## src/rtl/core/glmu_pkg.sv

```systemverilog
`default_nettype none
package glmu_pkg;

  // command codes
  localparam logic [1:0] CMD_TRIAL     = 2'd0;
  localparam logic [1:0] CMD_LOAD_SPIN = 2'd1;
  localparam logic [1:0] CMD_LOAD_DIS  = 2'd2;
  localparam logic [1:0] CMD_LOAD_THR  = 2'd3;

  // direction code that names no link
  localparam logic [1:0] DIR_NONE = 2'd3;

  localparam int COORD_W     = 4;
  localparam int TIDX_W      = 5;
  localparam int TABLE_DEPTH = 25;
  localparam logic [32:0] THR_MAX = 33'h1_0000_0000;

  // last step of a trial's read sweep: target, then 4 plaquettes x 3 links
  localparam logic [3:0] LAST_STEP = 4'd12;

  typedef struct packed {
    logic [1:0]         command;
    logic [1:0]         direction;
    logic [COORD_W-1:0] coord_x;
    logic [COORD_W-1:0] coord_y;
    logic [COORD_W-1:0] coord_z;
    logic               bit_value;
    logic [TIDX_W-1:0]  table_index;
    logic [31:0]        random_draw;
    logic [32:0]        threshold;
  } in_item_t;

  typedef struct packed {
    logic       accepted;
    logic       spin_after;
    logic [2:0] neg_plaquettes;
    logic [2:0] neg_weighted;
  } out_item_t;

  // position of a read step within the sweep
  typedef struct packed {
    logic       target;  // the trial link itself
    logic [1:0] plaq;    // bit 1: second side axis, bit 0: lower plaquette
    logic [1:0] link;    // 0 side link, 1 shifted side link, 2 shifted parallel link
  } step_pos_t;

  function automatic step_pos_t step_decode(input logic [3:0] st);
    step_pos_t p;
    p = '0;
    case (st)
      4'd0:  p = '{target: 1'b1, plaq: 2'd0, link: 2'd0};
      4'd1:  p = '{target: 1'b0, plaq: 2'd0, link: 2'd0};
      4'd2:  p = '{target: 1'b0, plaq: 2'd0, link: 2'd1};
      4'd3:  p = '{target: 1'b0, plaq: 2'd0, link: 2'd2};
      4'd4:  p = '{target: 1'b0, plaq: 2'd1, link: 2'd0};
      4'd5:  p = '{target: 1'b0, plaq: 2'd1, link: 2'd1};
      4'd6:  p = '{target: 1'b0, plaq: 2'd1, link: 2'd2};
      4'd7:  p = '{target: 1'b0, plaq: 2'd2, link: 2'd0};
      4'd8:  p = '{target: 1'b0, plaq: 2'd2, link: 2'd1};
      4'd9:  p = '{target: 1'b0, plaq: 2'd2, link: 2'd2};
      4'd10: p = '{target: 1'b0, plaq: 2'd3, link: 2'd0};
      4'd11: p = '{target: 1'b0, plaq: 2'd3, link: 2'd1};
      4'd12: p = '{target: 1'b0, plaq: 2'd3, link: 2'd2};
      default: p = '0;
    endcase
    return p;
  endfunction

endpackage
`default_nettype wire

```

## src/rtl/core/glmu_addr_gen.sv

```systemverilog
`default_nettype none
// Link and disorder addresses for one step of the plaquette sweep.
module glmu_addr_gen import glmu_pkg::*; #(
  parameter int LATTICE_SIZE = 16,
  localparam int CW = $clog2(LATTICE_SIZE),
  localparam int AW = 2 + 3 * CW
) (
  input  wire logic [1:0]    dir,
  input  wire logic [CW-1:0] coord [3],
  input  wire step_pos_t     pos,
  output logic [AW-1:0]      link_addr,
  output logic [AW-1:0]      dis_addr
);

  logic [1:0]    side;
  logic [1:0]    normal;
  logic [1:0]    link_dir;
  logic [CW-1:0] base [3];
  logic [CW-1:0] q [3];

  function automatic logic [CW-1:0] wrap_up(input logic [CW-1:0] v);
    return (v == CW'(LATTICE_SIZE - 1)) ? '0 : CW'(v + 1'b1);
  endfunction

  function automatic logic [CW-1:0] wrap_dn(input logic [CW-1:0] v);
    return (v == '0) ? CW'(LATTICE_SIZE - 1) : CW'(v - 1'b1);
  endfunction

  always_comb begin
    // side axis: dir+1 or dir+2, modulo three
    case (dir)
      2'd0:    side = pos.plaq[1] ? 2'd2 : 2'd1;
      2'd1:    side = pos.plaq[1] ? 2'd0 : 2'd2;
      2'd2:    side = pos.plaq[1] ? 2'd1 : 2'd0;
      default: side = 2'd0;
    endcase
    normal = 2'(2'd3 - dir - side);

    for (int i = 0; i < 3; i++) begin
      base[i] = (pos.plaq[0] && side == 2'(i)) ? wrap_dn(coord[i]) : coord[i];
    end

    q        = base;
    link_dir = side;
    if (pos.target) begin
      link_dir = dir;
      q        = coord;
    end else begin
      case (pos.link)
        2'd1: begin
          for (int i = 0; i < 3; i++) begin
            if (dir == 2'(i)) q[i] = wrap_up(base[i]);
          end
        end
        2'd2: begin
          // upper plaquette: parallel link one up the side axis;
          // lower plaquette: parallel link at the lower corner itself
          link_dir = dir;
          for (int i = 0; i < 3; i++) begin
            if (side == 2'(i) && !pos.plaq[0]) q[i] = wrap_up(base[i]);
          end
        end
        default: ;
      endcase
    end

    link_addr = {link_dir, q[0], q[1], q[2]};
    dis_addr  = {normal, base[0], base[1], base[2]};
  end

endmodule
`default_nettype wire

```

## config.mk

```make
export PLATFORM = sky130hd
export DESIGN_NAME = glmu_addr_gen
export DESIGN_NICKNAME = d
export VERILOG_FILES = /design/src/rtl/core/glmu_pkg.sv /design/src/rtl/core/glmu_addr_gen.sv
export SDC_FILE = /design/constraint.sdc
export NUM_CORES = 1
export LEC_CHECK = 0
export BUFFER_PORTS_ARGS = -buffer_cell sky130_fd_sc_hd__buf_2
export CORE_ASPECT_RATIO = 1.2
export CORE_MARGIN = 2
export CORE_UTILIZATION = 50
export DETAILED_ROUTE_END_ITERATION = 10
export GPL_TIMING_DRIVEN = 0
export PLACE_DENSITY = 0.9
export SYNTH_ARGS = -nofsm -noshare
export SYNTH_HDL_FRONTEND = slang
export SYNTH_SLANG_ARGS = --single-unit
```

## constraint.sdc

```tcl
create_clock -name vclk -period 4.3
set_input_delay 0.43 -clock vclk [all_inputs]
set_output_delay 0.43 -clock vclk [all_outputs]
set_load 0.01 [all_outputs]
```

# Word-level counts from Yosys, hierarchy flattened
# Cells that the tools add are included.
[classes] addsub=8 n_eq_ne=9 muxes=23 n_reduce_logical=12
[op_table] op="$mux 4" n=15
[op_table] op="$pmux 12 s2" n=1
[op_table] op="$add 4x1->4 const B" n=3
[op_table] op="$eq 4x4->1 const B" n=3
[op_table] op="$logic_not 4->1" n=3
[op_table] op="$mux 12" n=1
[op_table] op="$sub 4x1->4 const B" n=3
[op_table] op="$mux 2" n=4
[op_table] op="$eq 2x1->1 const B" n=3
[op_table] op="$eq 2x2->1 const B" n=3
[op_table] op="$logic_and 1x1->1" n=6
[op_table] op="$pmux 2 s3" n=1
[op_table] op="$logic_not 2->1" n=2
[op_table] op="$sub 2x2->2" n=1
[op_table] op="$sub 2x2->2 const A" n=1
[op_table] op="$logic_not 1->1" n=1
[op_table] op="$mux 1" n=1
[totals] ff_bits=0 input_bits=19 output_inout_bits=28 elab_cells=52

# Logic depth before layout (Yosys ltp)
# Gate-level depths: netlist (run 1).
[logic_depth] ltp_word=10 mapped_depth=9 ltp_nobuf=9

# Worst setup path before layout (run 1)
# Ideal clock, no wire load.
[synth_path] path_type="in2out" startpoint="input port pos[3] in the netlist's numbering" endpoint="output port link_addr[11]" arrival_ns=2.382 required_ns=3.870 slack_ns=1.488 stages=7 path_buffers=1 path_cell_list="buf_4 -> mux2_2 -> nand2_1 -> mux2_2 -> ha_1 -> o31a_1 -> a221oi_1"
[synth_via] elab_chain_len=10 word_cells_on_any_way=15 cone_classes="1 x add/sub; 1 x eq/ne; 10 x mux; 3 x reduce/logical"
[synth_lines] element="start: declaration" line_no="glmu_addr_gen.sv:10" source="input wire step_pos_t pos,"
[synth_lines] element="$mux 1, or another cell as far along" line_no="glmu_addr_gen.sv:34" source="2'd2: side = pos.plaq[1] ? 2'd1 : 2'd0;"
[synth_lines] element="$pmux 2 s3 *" line_no="glmu_addr_gen.sv:31" source="case (dir)"
[synth_lines] element="$logic_not 2->1 *" line_no="glmu_addr_gen.sv:40" source="base[i] = (pos.plaq[0] && side == 2'(i)) ? wrap_dn(coord[i]) : coord[i];"
[synth_lines] element="$logic_and 1x1->1 *" line_no="glmu_addr_gen.sv:40"
[synth_lines] element="$mux 4 *" line_no="glmu_addr_gen.sv:40"
[synth_lines] element="via dis_addr[8]" line_no="glmu_addr_gen.sv:12" source="output logic [AW-1:0] dis_addr"
[synth_lines] element="$add 4x1->4 or $eq 4x4->1 (tied branches)" line_no="glmu_addr_gen.sv:22" source="return (v == CW'(LATTICE_SIZE - 1)) ? '0 : CW'(v + 1'b1);"
[synth_lines] element="$mux 4 *" line_no="glmu_addr_gen.sv:22"
[synth_lines] element="$mux 4, on equally long branches" line_no="glmu_addr_gen.sv:60, glmu_addr_gen.sv:52"
[synth_lines] element="$pmux 12 s2 *" line_no="glmu_addr_gen.sv:49" source="case (pos.link)"
[synth_lines] element="$mux 12 *" line_no="glmu_addr_gen.sv:45" source="if (pos.target) begin"
[synth_lines] element="end: declaration" line_no="glmu_addr_gen.sv:11" source="output logic [AW-1:0] link_addr,"
# Mark *: on every way through the listed nets, which the timed path passes. The rest lies on a longest branch.

# Worst setup path in the final report (run 1)
[layout_path] startpoint="input port dir[0]" endpoint="output port link_addr[6]"
[layout_via] elab_chain_len=10 word_cells_on_any_way=15 cone_classes="1 x add/sub; 4 x eq/ne; 7 x mux; 3 x reduce/logical"
[layout_lines] element="start: declaration" line_no="glmu_addr_gen.sv:8" source="input wire logic [1:0] dir,"
[layout_lines] element="$eq 2x2->1, or another cell as far along" line_no="glmu_addr_gen.sv:31"
[layout_lines] element="$pmux 2 s3" line_no="glmu_addr_gen.sv:31"
[layout_lines] element="$eq 2x1->1" line_no="glmu_addr_gen.sv:40, glmu_addr_gen.sv:60"
[layout_lines] element="$logic_and 1x1->1" line_no="glmu_addr_gen.sv:40"
[layout_lines] element="$mux 4" line_no="glmu_addr_gen.sv:40"
[layout_lines] element="$add 4x1->4 or $eq 4x4->1 (tied branches)" line_no="glmu_addr_gen.sv:22"
[layout_lines] element="$mux 4" line_no="glmu_addr_gen.sv:22"
[layout_lines] element="$mux 4, on equally long branches" line_no="glmu_addr_gen.sv:60, glmu_addr_gen.sv:52"
[layout_lines] element="$pmux 12 s2 *" line_no="glmu_addr_gen.sv:49"
[layout_lines] element="$mux 12 *" line_no="glmu_addr_gen.sv:45"
# Every way passes the cells marked *; elsewhere a longest branch is shown, timed or not.

==> flow_metrics.py, run 1 <==
metrics = {
    "status": {
        "status": "complete, no violations",
    },
    "timing": {
        "hold_violations": 0,
        "finalSetupTns_ns": 0,
        "fmax_mhz": 311.0,
        "maxSlewHeadroom": 0.6928,
        "period_share": 0.7478,
        "setup_viol": 0,
        "fin_ws_ns": 1.084,
        "fin_crit_ns": 3.216,
        "rsz0062_at_grt": "false",
        "worstMarginPinSlew_ns": 0.4608,
        "fin_hold_ws_ns": 1.252,
        "finalMaxSlewViolations": 0,
    },
    "cells_and_area": {
        "finish.net_count": 249,
        "synthToLayoutAreaGrowth_pct": 20.95,
        "drive_above_1_share": 0.2831,
        "nClkBuffers": 0,
        "nFillCells": 231,
        "n_sequential_cell": 0,
        "final_cells": 250,
        "seq_area_sq_um": 0,
        "multi_input_area_sq_mm": 0.001104,
        "n_antenna_cell": 0,
    },
    "setup_path": {
        "cp_max_fo": 10,
        "worstSetupStartpointType": "primary input",
        "crit_buf_inv": 3,
        "critPathArrivalTime_ns": 2.79,
        "path_cells": "buf_2 -> buf_2 -> nand2b_1 -> nor2_1 -> mux2_2 -> ha_1 -> xnor2_1 -> mux2_2 -> a221o_1 -> buf_2",
        "crit_path_end_kind": "primary output",
        "crit_top_cell": "buf_2",
        "required_ns": 3.87,
        "path_depth": 10,
        "cpPeakStageDelay_ns": 0.39,
        "cpMaxStageDelayCell": "mux2_2",
        "endpoint": "link_addr[6]",
        "critPathKind": "primary input to primary output",
        "critPathTopFamily": "multiplexers",
        "startpoint": "dir[0]",
    },
    "placed_design": {
        "dp.cells": 250,
        "hpwlAfterDp_mm": 2.800,
        "post-place-ws_ns": 1.118,
        "gp_congestion": 0.8627,
        "io_buffers": 43,
    },
    "global_routing": {
        "grt_max_degree": 11,
        "grt_pass1_vias": 1415,
        "grt_pass1_wl_mm": 5.830,
        "grt_usage": 0.2432,
        "grt_remaining_overflow": 0,
        "antenna_found_initial": 0,
    },
    "floorplanning": {
        "num_rows": 19,
        "core_sq_mm": 0.002306,
        "die-area_sq_mm": 0.002836,
        "start_util": 0.5258,
        "io_pins": 47,
        "dieWidth_um": 48.95,
        "fp.dieH_um": 57.94,
    },
    "route": {
        "vias": 1546,
        "drtPass1Iterations": 5,
        "drc": 0,
        "drtIter0Drc": 49,
        "viasPerCell": 6.184,
        "drt-total-wl_mm": 3.408,
        "drt.antenna.violating_nets": 0,
        "detail_route.wl_per_cell_um": 13.63,
    },
    "pwr": {
        "p_leak_nw": 0.6863,
        "p_per_area_mw_per_mm2": 118.7,
        "peakVddDrop_mv": 0.06360,
        "fin_total_pwr_uw": 174.0,
    },
    "logic_synthesis": {
        "synthesis.area_sq_mm": 0.001212,
        "syn_inst": 176,
        "syn_nets": 204,
        "synth_warnings": 0,
        "synth.distinct_cells": 54,
        "ys_seq_area_frac": 0,
        "avgSynthCellArea_sq_um": 6.889,
    },
    "cts": {
        "holdBufCountCts": 0,
        "post-cts-setup-buffers": 0,
        "cts.repair.resized": 0,
    },
    "job": {
        "cap_violations": 0,
    },
    "min_path": {
        "hold_path.class": "primary input to primary output",
    },
}
-- power by group --
part | internal [mW] | switching, mW | leakage [nW] | total (mW)
clock network | 0 | 0 | 0 | 0
logic | 0.0721 | 0.102 | 0.686 | 0.174
registers | 0 | 0 | 0 | 0
-- Yosys cell counts, types with 2 or more instances --
| cell type | n | share of area |
|---|---|---|
| buf_2 | 3 | 0.012 |
| o2111a_1 | 2 | 0.019 |
| nand2_1 | 10 | 0.031 |
| nand2b_1 | 4 | 0.021 |
| a22oi_1 | 4 | 0.025 |
| a21oi_1 | 8 | 0.033 |
| mux2_2 | 7 | 0.065 |
| nor3_1 | 2 | 0.0083 |
| ha_1 | 9 | 0.093 |
| nand3_1 | 5 | 0.021 |
| nor2b_1 | 3 | 0.015 |
| o31ai_1 | 4 | 0.025 |
| nand4_1 | 2 | 0.010 |
| a2111oi_0 | 3 | 0.022 |
| xnor2_1 | 7 | 0.051 |
| a21o_1 | 6 | 0.037 |
| nor4b_1 | 2 | 0.014 |
| clkbuf_1 | 3 | 0.0093 |
| a32o_1 | 2 | 0.017 |
| or2_2 | 2 | 0.010 |
| a31oi_1 | 3 | 0.015 |
| o21ai_0 | 9 | 0.037 |
| mux2i_1 | 3 | 0.025 |
| inv_1 | 19 | 0.059 |
| o211ai_1 | 4 | 0.025 |
| a32oi_1 | 2 | 0.014 |
| a2bb2oi_1 | 3 | 0.022 |
| nor2_1 | 16 | 0.050 |
| a221oi_1 | 4 | 0.029 |
-- cell usage in the layout (no fill, tap or decap), drive strengths merged, types with 7 or more instances in the layout --
cell type	Yosys	final
ha	9	9
nor2	16	16
xnor2	7	7
mux2	8	8
o21ai	9	9
a21oi	8	8
buf	5	48
nand2	10	10
inv	19	19
-- layer usage --
metal,part of all wire,wire [um],global-route usage
met1,0.44,1487,0.3019
met2,0.50,1690,0.4697
met3,0.055,186,0.01031
met4,0.013,44,0.04082
met5,0,0,0
-- cells by family (layout without fill, tap and decap cells) --
kind of cell | Yosys count | in the layout | synth area share
compound gates | 67 | 67 | 0.4159
xor+xnor | 9 | 9 | 0.07121
fa+ha+maj | 9 | 9 | 0.09288
buf+inv | 27 | 70 | 0.08978
mux | 11 | 11 | 0.1022
simple gates | 53 | 53 | 0.2281
-- how the worst min path moves through the flow --
stage / slack, ns / endpoint / start / cells after the start
global route: 1.27 / link_addr[1] / coord[1] / 4
floorplan: 1.0 / link_addr[1] / coord[1] / 2
detailed placement: 1.25 / link_addr[1] / coord[1] / 4
global placement: 1.25 / link_addr[9] / coord[9] / 4
CTS: 1.25 / link_addr[1] / coord[1] / 4
finish: 1.25 / link_addr[1] / coord[1] / 4
-- metrics by stage --
| step | instance area, sq um | utilization |
|---|---|---|
| after floorplan | 1212 | - |
| after global placement | 1466 | 0.6359 |
| after detailed placement | 1466 | 0.6359 |
| after CTS | 1466 | 0.6359 |
| after global routing | 1466 | 0.6359 |
| final | 1466 | 0.6359 |
-- layout make-up --
type | count | area share
multi-input combinational | 149 | 0.7526
timing repair buffer | 43 | 0.1468
inverter | 19 | 0.04863
tap | 31 | 0.02645
buffer | 8 | 0.02560
(Power assumes the default switching activity.)
==> run 2: changes to the inputs <==
--- a/config.mk
+++ b/config.mk
@@ -8,10 +8,10 @@
 export BUFFER_PORTS_ARGS = -buffer_cell sky130_fd_sc_hd__buf_2
 export CORE_ASPECT_RATIO = 1.2
 export CORE_MARGIN = 2
-export CORE_UTILIZATION = 50
+export CORE_UTILIZATION = 47
 export DETAILED_ROUTE_END_ITERATION = 10
 export GPL_TIMING_DRIVEN = 0
-export PLACE_DENSITY = 0.9
+export PLACE_DENSITY = 0.88
 export SYNTH_ARGS = -nofsm -noshare
 export SYNTH_HDL_FRONTEND = slang
 export SYNTH_SLANG_ARGS = --single-unit
==> constraint.sdc (replaced) <==
create_clock -name vclk -period 2.9
set_input_delay 0.29 -clock vclk [all_inputs]
set_output_delay 0.29 -clock vclk [all_outputs]
set_load 0.01 [all_outputs]
==> flow_metrics.py, run 2 (synthesis gave the netlist of run 1 again) <==
metrics = {
    "route": {
        "drt.antenna.violating_nets": 0,
        "drc": 0,
        "drtIter0Drc": 72,
        "drt-total-wl_mm": 3.397,
        "drtPass1Iterations": 4,
        "vias": 1536,
        "detail_route.wl_per_cell_um": 13.48,
        "viasPerCell": 6.095,
    },
    "setup_path": {
        "path_cells": "buf_2 -> buf_2 -> nand2b_2 -> nor2_4 -> mux2_2 -> ha_1 -> xnor2_2 -> mux2_2 -> a221o_1 -> buf_2",
        "cpPeakStageDelay_ns": 0.35,
        "cpMaxStageDelayCell": "mux2_2",
        "crit_top_cell": "buf_2",
        "critPathArrivalTime_ns": 2.55,
        "cp_max_fo": 10,
        "crit_path_end_kind": "primary output",
        "required_ns": 2.61,
        "worstSetupStartpointType": "primary input",
        "critPathKind": "primary input to primary output",
    },
    "min_path": {
        "hold_path.class": "primary input to primary output",
    },
    "timing": {
        "worstMarginPinSlew_ns": 0.4999,
        "finalMaxSlewViolations": 0,
        "fmax_mhz": 352.3,
        "maxSlewHeadroom": 0.6668,
        "fin_crit_ns": 2.838,
        "hold_violations": 0,
        "period_share": 0.9787,
        "setup_viol": 0,
    },
    "cells_and_area": {
        "seq_area_sq_um": 0,
        "nClkBuffers": 0,
        "final_cells": 252,
        "drive_above_1_share": 0.3014,
        "finish.net_count": 249,
        "nFillCells": 245,
        "layout_commonest_cell": "buf_2",
        "n_sequential_cell": 0,
        "synthToLayoutAreaGrowth_pct": 23.22,
        "mostFrequentLayoutCells": "buf_2 (46), inv_1 (19), nor2_1 (15)",
        "n_antenna_cell": 0,
    },
    "status": {
        "status": "complete, no violations",
    },
    "placed_design": {
        "dp.cells": 252,
        "hpwlAfterDp_mm": 2.718,
        "io_buffers": 43,
        "gp_congestion": 0.8355,
    },
    "floorplanning": {
        "start_util": 0.4845,
        "core_sq_mm": 0.002502,
        "die-area_sq_mm": 0.003004,
        "io_pins": 47,
        "dieWidth_um": 50.37,
        "fp.dieH_um": 59.64,
        "num_rows": 20,
    },
    "global_routing": {
        "grt_remaining_overflow": 0,
        "grt_pass1_wl_mm": 5.595,
        "grt_pass1_vias": 1356,
        "grt_max_degree": 11,
        "antenna_found_initial": 0,
        "grt_usage": 0.2247,
    },
    "pwr": {
        "peakVddDrop_mv": 0.09885,
        "p_per_area_mw_per_mm2": 175.1,
        "p_leak_nw": 0.6951,
        "fin_total_pwr_uw": 261.7,
    },
    "job": {
        "cap_violations": 0,
    },
    "cts": {
        "holdBufCountCts": 0,
    },
}
run 2: cell types whose count changed in the layout (fill, tap and decap cells not counted):
cell | before | now
xnor2_1 | 7 | 6
nand2b_2 | 0 | 1
xor2_2 | 1 | 2
xnor2_2 | 0 | 1
nor2_4 | 0 | 1
nor2_1 | 16 | 15
xor2_1 | 1 | 0
nand2b_1 | 4 | 3
run 2: worst paths after layout:
check | start | to | slack (ns) | cells past startpoint
max | dir[0] | link_addr[6] | 0.06 | 10
min | coord[1] | link_addr[1] | 0.95 | 4
run 2: worst max-delay path: cells and delay by family:
family / cells / cell delay, ns
compound gates: 1 / 0.29
xor+xnor: 1 / 0.15
fa+ha+maj: 1 / 0.24
buf+inv: 3 / 0.47
mux: 2 / 0.70
simple gates: 2 / 0.40
run 2: repair_timing:
| item | 4_1_cts | 5_1_grt |
|---|---|---|
| pin swaps | 0 | 1 |
| gates resized for setup | 1 | 4 |
| endpoints found under the setup margin | 1 | 1 |
| cloned | 0 | 0 |
| setup buffers | 0 | 0 |
| endpoints found under the hold margin | 0 | 0 |
run 2: per-layer routing:
metal	up-vias	part of all wire	wire length [um]	GRT usage
li1	768	-	-	-
met1	707	0.43	1444	0.2838
met2	57	0.52	1756	0.4229
met3	4	0.052	175	0.005051
met4	0	0.0062	21	0.05019
met5	-	0	0	0
run 2: layout make-up:
class	instances	area (sq um)	share of cell area
multi-input cells	149	1129	0.7554
repair buffers	43	215.2	0.1441
inverters	19	71.32	0.04774
well taps	33	41.29	0.02764
plain buffers	8	37.54	0.02513
run 2: where the power goes:
part | internal [mW] | switching, mW | leakage [nW]
clock | 0 | 0 | 0
sequential | 0 | 0 | 0
combinational | 0.109 | 0.153 | 0.695
total | 0.109 | 0.153 | 0.695
run 2: through the flow:
step / utilization / hold slack (ns) / instance area, sq um / setup TNS, ns / setup slack, ns
final: 0.5970 / 0.9533 / 1494 / 0 / 0.06185
after global placement: 0.5870 / 0.9490 / 1469 / -0.01994 / -0.01994
after floorplan: - / 0.7192 / 1212 / 0 / 0.3678
after global routing: 0.5970 / 0.9765 / 1494 / -0.005722 / -0.005722
after detailed placement: 0.5870 / 0.9529 / 1469 / -0.03941 / -0.03941
after CTS: 0.5880 / 0.9561 / 1471 / 0 / 0.03521
==> run 3: changes to the inputs <==
--- a/config.mk
+++ b/config.mk
@@ -5,13 +5,14 @@
 export SDC_FILE = /design/constraint.sdc
 export NUM_CORES = 1
 export LEC_CHECK = 0
+export ABC_AREA = 1
 export BUFFER_PORTS_ARGS = -buffer_cell sky130_fd_sc_hd__buf_2
 export CORE_ASPECT_RATIO = 1.2
 export CORE_MARGIN = 2
 export CORE_UTILIZATION = 47
 export DETAILED_ROUTE_END_ITERATION = 10
 export GPL_TIMING_DRIVEN = 0
-export PLACE_DENSITY = 0.88
+export PLACE_DENSITY = 0.89
 export SYNTH_ARGS = -nofsm -noshare
 export SYNTH_HDL_FRONTEND = slang
 export SYNTH_SLANG_ARGS = --single-unit
==> flow_metrics.py, run 3 <==
metrics = {
    "timing": {
        "setup_viol": 0,
        "fin_crit_ns": 2.236,
        "fin_hold_ws_ns": 0.9248,
        "period_share": 0.7710,
        "worstMarginPinSlew_ns": 0.4807,
        "maxSlewHeadroom": 0.6761,
        "fmax_mhz": 447.3,
        "finalMaxSlewViolations": 0,
        "fin_ws_ns": 0.6642,
        "finalSetupTns_ns": 0,
        "rsz0062_at_grt": "false",
        "hold_violations": 0,
    },
    "global_routing": {
        "grt_usage": 0.2140,
        "grt_pass1_wl_mm": 5.306,
        "grt_pass1_vias": 1311,
        "grt_max_degree": 11,
        "grt_remaining_overflow": 0,
        "antenna_found_initial": 0,
    },
    "route": {
        "viasPerCell": 5.053,
        "detail_route.wl_per_cell_um": 9.928,
        "drt-total-wl_mm": 3.167,
        "drtPass1Iterations": 4,
        "drt.antenna.violating_nets": 0,
        "drc": 0,
        "vias": 1612,
        "drtIter0Drc": 48,
    },
    "logic_synthesis": {
        "yosysTopAreaCellShare": 0.2380,
        "synthesis.area_sq_mm": 0.001199,
        "synth.distinct_cells": 27,
        "yosys.area.top_type": "nand2_1",
        "netlist_top_cells_count": "nand2_1 (76), inv_1 (38), nor2_1 (28)",
        "ys_seq_area_frac": 0,
        "synth_warnings": 0,
        "yosysMostFrequentCell": "nand2_1",
        "avgSynthCellArea_sq_um": 4.974,
        "syn_inst": 241,
        "syn_nets": 269,
        "ys_top_cells_by_area": "nand2_1 (24%), inv_1 (12%), ha_1 (9.4%)",
    },
    "placed_design": {
        "io_buffers": 45,
        "post-place-ws_ns": 0.6682,
        "gp_congestion": 0.8842,
        "placed_area_sq_mm": 0.001465,
        "hpwlAfterDp_mm": 2.666,
    },
    "cells_and_area": {
        "multi_input_area_sq_mm": 0.001028,
        "synthToLayoutAreaGrowth_pct": 22.23,
        "finish.net_count": 316,
        "mostFrequentLayoutCells": "nand2_1 (76), buf_2 (46), inv_1 (38)",
        "n_sequential_cell": 0,
        "fin_area_sq_mm": 0.001465,
        "drive_above_1_share": 0.2483,
        "nFillCells": 278,
        "n_antenna_cell": 0,
        "seq_area_sq_um": 0,
        "nClkBuffers": 0,
        "layout_commonest_cell": "nand2_1",
    },
    "cts": {
        "cts.repair.resized": 0,
        "post-cts-setup-buffers": 0,
        "holdBufCountCts": 0,
    },
    "job": {
        "cap_violations": 0,
    },
    "setup_path": {
        "worstSetupStartpointType": "primary input",
        "cp_max_fo": 5,
        "crit_path_end_kind": "primary output",
        "startpoint": "coord[8]",
        "critPathKind": "primary input to primary output",
        "critPathArrivalTime_ns": 1.95,
        "required_ns": 2.61,
        "endpoint": "link_addr[11]",
    },
    "floorplanning": {
        "num_rows": 20,
        "core_sq_mm": 0.002477,
        "dieWidth_um": 50.10,
        "io_pins": 47,
        "die-area_sq_mm": 0.002972,
        "fp.dieH_um": 59.32,
        "start_util": 0.4838,
    },
    "pwr": {
        "p_int_uw": 98.09,
        "p_switching_uw": 167.0,
        "p_comb_frac": 1.000,
        "p_clk_frac": 0,
        "p_seq_frac": 0,
        "sw_frac_of_total": 0.6299,
        "peakVddDrop_mv": 0.08373,
        "p_per_area_mw_per_mm2": 180.9,
        "p_leak_nw": 0.8846,
    },
    "status": {
        "status": "complete, no violations",
    },
    "min_path": {
        "hold_path.class": "primary input to primary output",
    },
}
-- run 3: changes by cell type after synthesis, sizes merged, moves of 4 or more --
| cell | before | now |
|---|---|---|
| a21o | 6 | 0 |
| a21oi | 8 | 13 |
| a221oi | 4 | 0 |
| inv | 19 | 40 |
| mux2 | 8 | 0 |
| nand2 | 10 | 85 |
| nand2b | 4 | 0 |
| nand3 | 6 | 24 |
| nor2 | 16 | 32 |
| o21ai | 9 | 14 |
| o31ai | 4 | 0 |
| xnor2 | 7 | 2 |
-- run 3: routing by layer --
layer / track usage / share of wire
met1: 0.2737 / 0.47
met2: 0.4041 / 0.49
met3: 0.007576 / 0.040
met4: 0.02778 / 0
met5: 0 / 0
-- run 3: cells by family (layout without fill, tap and decap cells) --
group,count (synthesis),after routing,synth area share
xor gates and xnor gates,2,2,0.01462
and+or+nand+nor,148,148,0.5522
adders and majority gates,9,9,0.09395
AOI/OAI and AO/OA,38,38,0.1973
buffers and inverters,44,89,0.1420
-- run 3: final cells by class --
cell class,instances,area share
repair buffers,45,0.1537
inverters,40,0.1025
multi-input cells,197,0.7020
well taps,33,0.02818
plain buffers,4,0.01366
-- run 3: worst max-delay path, stage by stage --
cell,delay [ns]
buf_2,0.10
inv_1,0.07
ha_1,0.24
nand2_1,0.10
nor2_1,0.04
o21ai_1,0.15
nand2_2,0.11
ha_1,0.21
nand3_1,0.13
nand2_1,0.06
inv_1,0.05
nand2_1,0.04
nand2_1,0.05
nand2_1,0.05
a21oi_1,0.11
buf_2,0.14
-- run 3: worst min path at each step --
stage / from / endpoint / slack, ns / cells past startpoint
2_1_floorplan: coord[10] / dis_addr[10] / 0.72 / 2
3_5_place_dp: dir[1] / link_addr[13] / 0.91 / 4
4_1_cts: dir[1] / link_addr[13] / 0.92 / 4
5_1_grt: dir[1] / link_addr[13] / 0.94 / 4
3_3_place_gp: dir[1] / link_addr[13] / 0.92 / 4
6_report: dir[1] / link_addr[13] / 0.92 / 4
-- run 3: stage by stage --
step / util / instances / power [mW]
floorplan: - / 241 / 0.1806
global placement: 0.5914 / 319 / 0.2581
detailed placement: 0.5914 / 319 / 0.2632
CTS: 0.5914 / 319 / 0.2642
global route: 0.5914 / 319 / 0.2985
finish: 0.5914 / 319 / 0.2651
-- run 3: power by group through the flow --
| stage | combinational [mW] | sequential (mW) | clock [mW] |
|---|---|---|---|
| after detailed placement | 0.263 | 0 | 0 |
| final | 0.265 | 0 | 0 |
| after global routing | 0.299 | 0 | 0 |
| after floorplan | 0.181 | 0 | 0 |
| after global placement | 0.258 | 0 | 0 |
| after CTS | 0.264 | 0 | 0 |
